`config.mk`:
```
export PLATFORM = sky130hd
export DESIGN_NAME = fspa_ctrl
export DESIGN_NICKNAME = d
export VERILOG_FILES = /design/src/fspa_pkg.sv /design/src/fspa_ctrl.sv
export SDC_FILE = /design/constraint.sdc
export NUM_CORES = 1
export LEC_CHECK = 0
export BUFFER_PORTS_ARGS = -buffer_cell sky130_fd_sc_hd__buf_4
export CAP_MARGIN = 5
export CORE_AREA = 4 4 41 43
export CTS_BUF_LIST = sky130_fd_sc_hd__clkbuf_8 sky130_fd_sc_hd__clkbuf_16
export CTS_CLUSTER_SIZE = 12
export DETAILED_ROUTE_END_ITERATION = 10
export DIE_AREA = 0 0 45 47
export SLEW_MARGIN = 25
export SYNTH_ARGS = -nofsm -noshare
export SYNTH_HDL_FRONTEND = slang
export SYNTH_SLANG_ARGS = --single-unit
```
`constraint.sdc`:
```
create_clock -name clock -period 1.4 [get_ports clock]
set_clock_uncertainty 0.05 [all_clocks]
set_input_delay 0.21 -clock clock [delete_from_list [all_inputs] [get_ports clock]]
set_output_delay 0.21 -clock clock [all_outputs]
set_load 0.05 [all_outputs]
```
`src/fspa_pkg.sv`:
```
// Shared types, codes and defaults for the fixed slot pool allocator.
package fspa_pkg;

   // Default geometry of the pool.
   localparam int SLOT_COUNT_DEF = 8192;
   localparam int SLOT_BYTES_DEF = 128;

   // Reset values of the control registers.
   localparam logic [63:0] POOL_BASE_RST = 64'd0;
   localparam logic [31:0] MIN_REQ_RST   = 32'd0;
   localparam logic [31:0] MAX_REQ_RST   = 32'd128;

   // Request kinds.
   typedef enum logic [1:0] {
      KIND_ALLOC   = 2'd0,
      KIND_FREE    = 2'd1,
      KIND_REALLOC = 2'd2,
      KIND_SIZE    = 2'd3
   } kind_type;

   // Result actions.
   typedef enum logic [3:0] {
      ACT_GRANTED      = 4'd0,
      ACT_PASS_ALLOC   = 4'd1,
      ACT_FREED        = 4'd2,
      ACT_PASS_FREE    = 4'd3,
      ACT_KEPT         = 4'd4,
      ACT_MOVE_OUT     = 4'd5,
      ACT_PASS_REALLOC = 4'd6,
      ACT_SIZE         = 4'd7,
      ACT_PASS_SIZE    = 4'd8,
      ACT_ERROR        = 4'd9
   } action_type;

   // Control register indexes.
   typedef enum logic [1:0] {
      CSR_POOL_BASE = 2'd0,
      CSR_MIN_REQ   = 2'd1,
      CSR_MAX_REQ   = 2'd2
   } csr_reg_type;

   // Controller sequence.
   typedef enum logic [2:0] {
      ST_IDLE,
      ST_DECODE,
      ST_CLASSIFY,
      ST_POP_MUL,
      ST_POP_ADD,
      ST_DIV_A,
      ST_DIV_B,
      ST_RESP
   } state_type;

   // Commands from the controller to the datapath.
   typedef struct packed {
      logic       capture;
      logic       pop;
      logic       push;
      logic       load_action;
      logic       load_alloc_addr;
      action_type action;
   } cmd_type;

   // Status from the datapath to the controller.
   typedef struct packed {
      kind_type kind;
      logic     in_pool;
      logic     win_ok;
      logic     fits;
      logic     empty;
      logic     full;
   } status_type;

endpackage

```
`src/fspa_ctrl.sv`:
```
// Controller state machine that sequences one request through the datapath.
module fspa_ctrl (
   input  logic                clock,
   input  logic                reset,
   input  logic                start,
   output logic                busy,
   output logic                rsp_valid,
   input  fspa_pkg::status_type status,
   output fspa_pkg::cmd_type    cmd
);
   import fspa_pkg::*;

   state_type state_ff;
   state_type state_in;

   // State register.
   always_ff @(posedge clock) begin
      if (reset) begin
         state_ff <= ST_IDLE;
      end else begin
         state_ff <= state_in;
      end
   end

   // Next state and commands.
   always_comb begin
      state_in  = state_ff;
      cmd       = '0;
      cmd.action = ACT_ERROR;
      busy      = 1'b1;
      rsp_valid = 1'b0;
      case (state_ff)
         ST_IDLE: begin
            busy = 1'b0;
            if (start) begin
               cmd.capture = 1'b1;
               state_in    = ST_DECODE;
            end
         end
         ST_DECODE: begin
            state_in = ST_CLASSIFY;
         end
         ST_CLASSIFY: begin
            cmd.load_action = 1'b1;
            state_in        = ST_RESP;
            case (status.kind)
               KIND_ALLOC: begin
                  if (status.win_ok && !status.empty) begin
                     cmd.pop    = 1'b1;
                     cmd.action = ACT_GRANTED;
                     state_in   = ST_POP_MUL;
                  end else begin
                     cmd.action = ACT_PASS_ALLOC;
                  end
               end
               KIND_FREE: begin
                  if (!status.in_pool) begin
                     cmd.action = ACT_PASS_FREE;
                  end else if (status.full) begin
                     cmd.action = ACT_ERROR;
                  end else begin
                     cmd.action = ACT_FREED;
                     state_in   = ST_DIV_A;
                  end
               end
               KIND_REALLOC: begin
                  if (!status.in_pool) begin
                     cmd.action = ACT_PASS_REALLOC;
                  end else if (status.fits) begin
                     cmd.action = ACT_KEPT;
                  end else if (status.full) begin
                     cmd.action = ACT_ERROR;
                  end else begin
                     cmd.action = ACT_MOVE_OUT;
                     state_in   = ST_DIV_A;
                  end
               end
               KIND_SIZE: begin
                  cmd.action = status.in_pool ? ACT_SIZE : ACT_PASS_SIZE;
               end
               default: begin
                  cmd.action = ACT_ERROR;
               end
            endcase
         end
         ST_POP_MUL: begin
            state_in = ST_POP_ADD;
         end
         ST_POP_ADD: begin
            cmd.load_alloc_addr = 1'b1;
            state_in            = ST_RESP;
         end
         ST_DIV_A: begin
            state_in = ST_DIV_B;
         end
         ST_DIV_B: begin
            cmd.push = 1'b1;
            state_in = ST_RESP;
         end
         ST_RESP: begin
            rsp_valid = 1'b1;
            state_in  = ST_IDLE;
         end
         default: begin
            state_in = ST_IDLE;
         end
      endcase
   end

endmodule

```
==> qor.csv <==
metric,value,unit
yosys_register_bits,3,
io_pins,21,
end_kind,output pin,
worst_slew_pin_slew,0.367,ns
crit_type,flip-flop to output pin,
diodes,0,
drt-total-wl,1.36,mm
finalPower,1.00,mW
max_freq,594,MHz
max_cap_violations,0,
clk_path_buf_depth,2,
hpwl,934,um
fin_hold_ws,0.130,ns
powerDensity,1060,nW/um2
post-place-ws,-0.266,ns
drt_iter0_drc,1,
fin_setup_tns,-1.92,ns
grt_overflow_total,0,
clock-sinks,3,
placed_cells,96,
drc,0,
gp_congestion,0.775,
critPathRequiredTime,1.14,ns
instances_no_fill,107,
vias,524,
die-width,45,um
dpl_cell_area,693,um2
fin_ws,-0.284,ns
power.ir.vdd_worst,1030,uV
num_rows,13,
largestRegisters,state_ff: 3 flops,
die-area,2120,um2
finalHoldViolCount,0,
clk_pin_slew_worst_paths,0.03,ns
timing.final.crit_period,1.68,ns
areaGrowthSynthToFinish,150,%
htreeDepth,1,
fin_nets,107,
grt_pass1_wl,2.33,mm
portBuffers,20,
synth_top_area_cell,dfxtp_1,
via_per_inst,4.90,
async_flop_share,0,
slew_viol_final,0,
cp.arrival,1.42,ns
synth_cell_type_count,28,
grt_pass1_vias,516,
start_kind,flip-flop,
period_share,1.20,
slew_headroom,0.755,
synth.top_cells.by_area,"dfxtp_1 16%, ha_1 13%, nor2b_1 5.0%, a2111oi_0 4.6%, nor3_1 4.0%",
regMostFlops,state_ff,
run_status,"finished, violations left",
cts_tree,yes,
core-area,1300,um2
antenna_found_initial,0,
syn-num-nets,63,
num-fill-cells,108,
cts-root-buf,clkbuf_8,
violations,setup timing,
drive_above_1_share,0.739,
fp.dieH,47,um
synth_warnings,0,
numCtsBuffers,3,
syn-cell-area,379,um2
track_usage,0.150,
clock_latency,0.21,ns
drtPass1Iterations,2,
setup_viol,12,
syn_area_per_cell,7.74,um2
rsz0062_at_grt,true,
post-route-util,0.729,
ys_seq_area_frac,0.158,
wl_per_cell,12.7,um
initial_core_util,0.291,
stdcell_area,948,um2
hp-class,primary input to flip-flop,
largest_register_ff_count,3,
synth_edf_count,0,
grt_max_degree,9,
synth_ff_type,dfxtp_1,
yosysTopAreaCellShare,0.158,
netlist_instances,49,
leakage,0.408,nW
ant_nets,0,
path_max_fanout,3,
[placed cells by master (no fill, tap or decap), types with 2 or more instances in the layout]
| cell type | synthesis | layout |
|---|---|---|
| a2111oi_1 | 0 | 2 |
| buf_4 | 0 | 19 |
| buf_6 | 0 | 16 |
| buf_8 | 0 | 5 |
| clkbuf_8 | 0 | 3 |
| dfxtp_2 | 0 | 3 |
| ha_2 | 0 | 2 |
| inv_1 | 3 | 2 |
| inv_2 | 2 | 4 |
| nand2_1 | 2 | 2 |
| nand2b_1 | 2 | 2 |
| nand3_4 | 0 | 2 |
| nand3b_1 | 2 | 2 |
| nor2_1 | 3 | 2 |
| nor2b_1 | 3 | 3 |
| nor3_1 | 3 | 2 |
| nor3_4 | 0 | 2 |
| nor3b_2 | 0 | 2 |
[report_power, final]
group          switching (mW)  leakage (nW)  internal [mW]
clock network          0.0607        0.0269          0.187
registers              0.0120        0.0258          0.105
logic                   0.328         0.355          0.311
[repair_timing]
action / in CTS / in global routing
hold buffers: 0 / 0
setup buffers: 5 / 2
endpoints found under the setup margin: 12 / 13
gates resized for setup: 40 / 4
pin swaps: 10 / 5
[cell type report]
cell class                      count  area (um2)  area share
Inverter                            5        18.8      0.0198
Tap cell                           15        18.8      0.0198
Clock inverter                      1        3.75     0.00396
Timing Repair Buffer               40         398       0.420
Clock buffer                        3        41.3      0.0435
Multi-Input combinational cell     40         404       0.426
Sequential cell                     3        63.8      0.0673
[Yosys cell counts, types with 2 or more instances]
library cell and instances:
ha_1 4, dfxtp_1 3, inv_1 3, nor2_1 3
nor2b_1 3, nor3_1 3, a2111oi_0 2, a22oi_1 2
inv_2 2, nand2_1 2, nand2b_1 2, nand3_1 2
nand3b_1 2, nor3b_1 2
[kinds of logic (layout without fill, tap and decap cells)]
group	after synthesis	in the layout	share of synthesized area
buf+inv	6	49	0.0627
simple gates	26	26	0.436
compound gates	10	10	0.211
flops	3	3	0.158
fa+ha+maj	4	4	0.132
[worst paths after layout]
check	start	end	slack (ns)	cells past startpoint
worst max-delay path	state_ff[2]$_SDFFE_PP0P_	cmd[1]	-0.28	3
worst max register to register	state_ff[0]$_SDFFE_PP0P_	state_ff[1]$_SDFFE_PP0P_	-0.11	5
worst min-delay path	reset	state_ff[0]$_SDFFE_PP0P_	0.13	2
worst min register to register	state_ff[1]$_SDFFE_PP0P_	state_ff[1]$_SDFFE_PP0P_	0.62	3
[routing by layer]
layer / global-route usage / wire (um) / vias up / share of wire
met1: 0.186 / 572 / 240 / 0.42
met4: 0.0175 / 0 / 0 / 0
met2: 0.260 / 709 / 14 / 0.52
met3: 0.0498 / 82 / 0 / 0.060
li1: - / - / 270 / -
met5: 0 / 0 / - / 0
[worst max-delay path, stage by stage, from the launching register on]
cell,delay [ns]
dfxtp_2,0.32
or4_4,0.54
a211oi_4,0.17
buf_6,0.18
No activity file was read; power rests on OpenSTA's default activity.
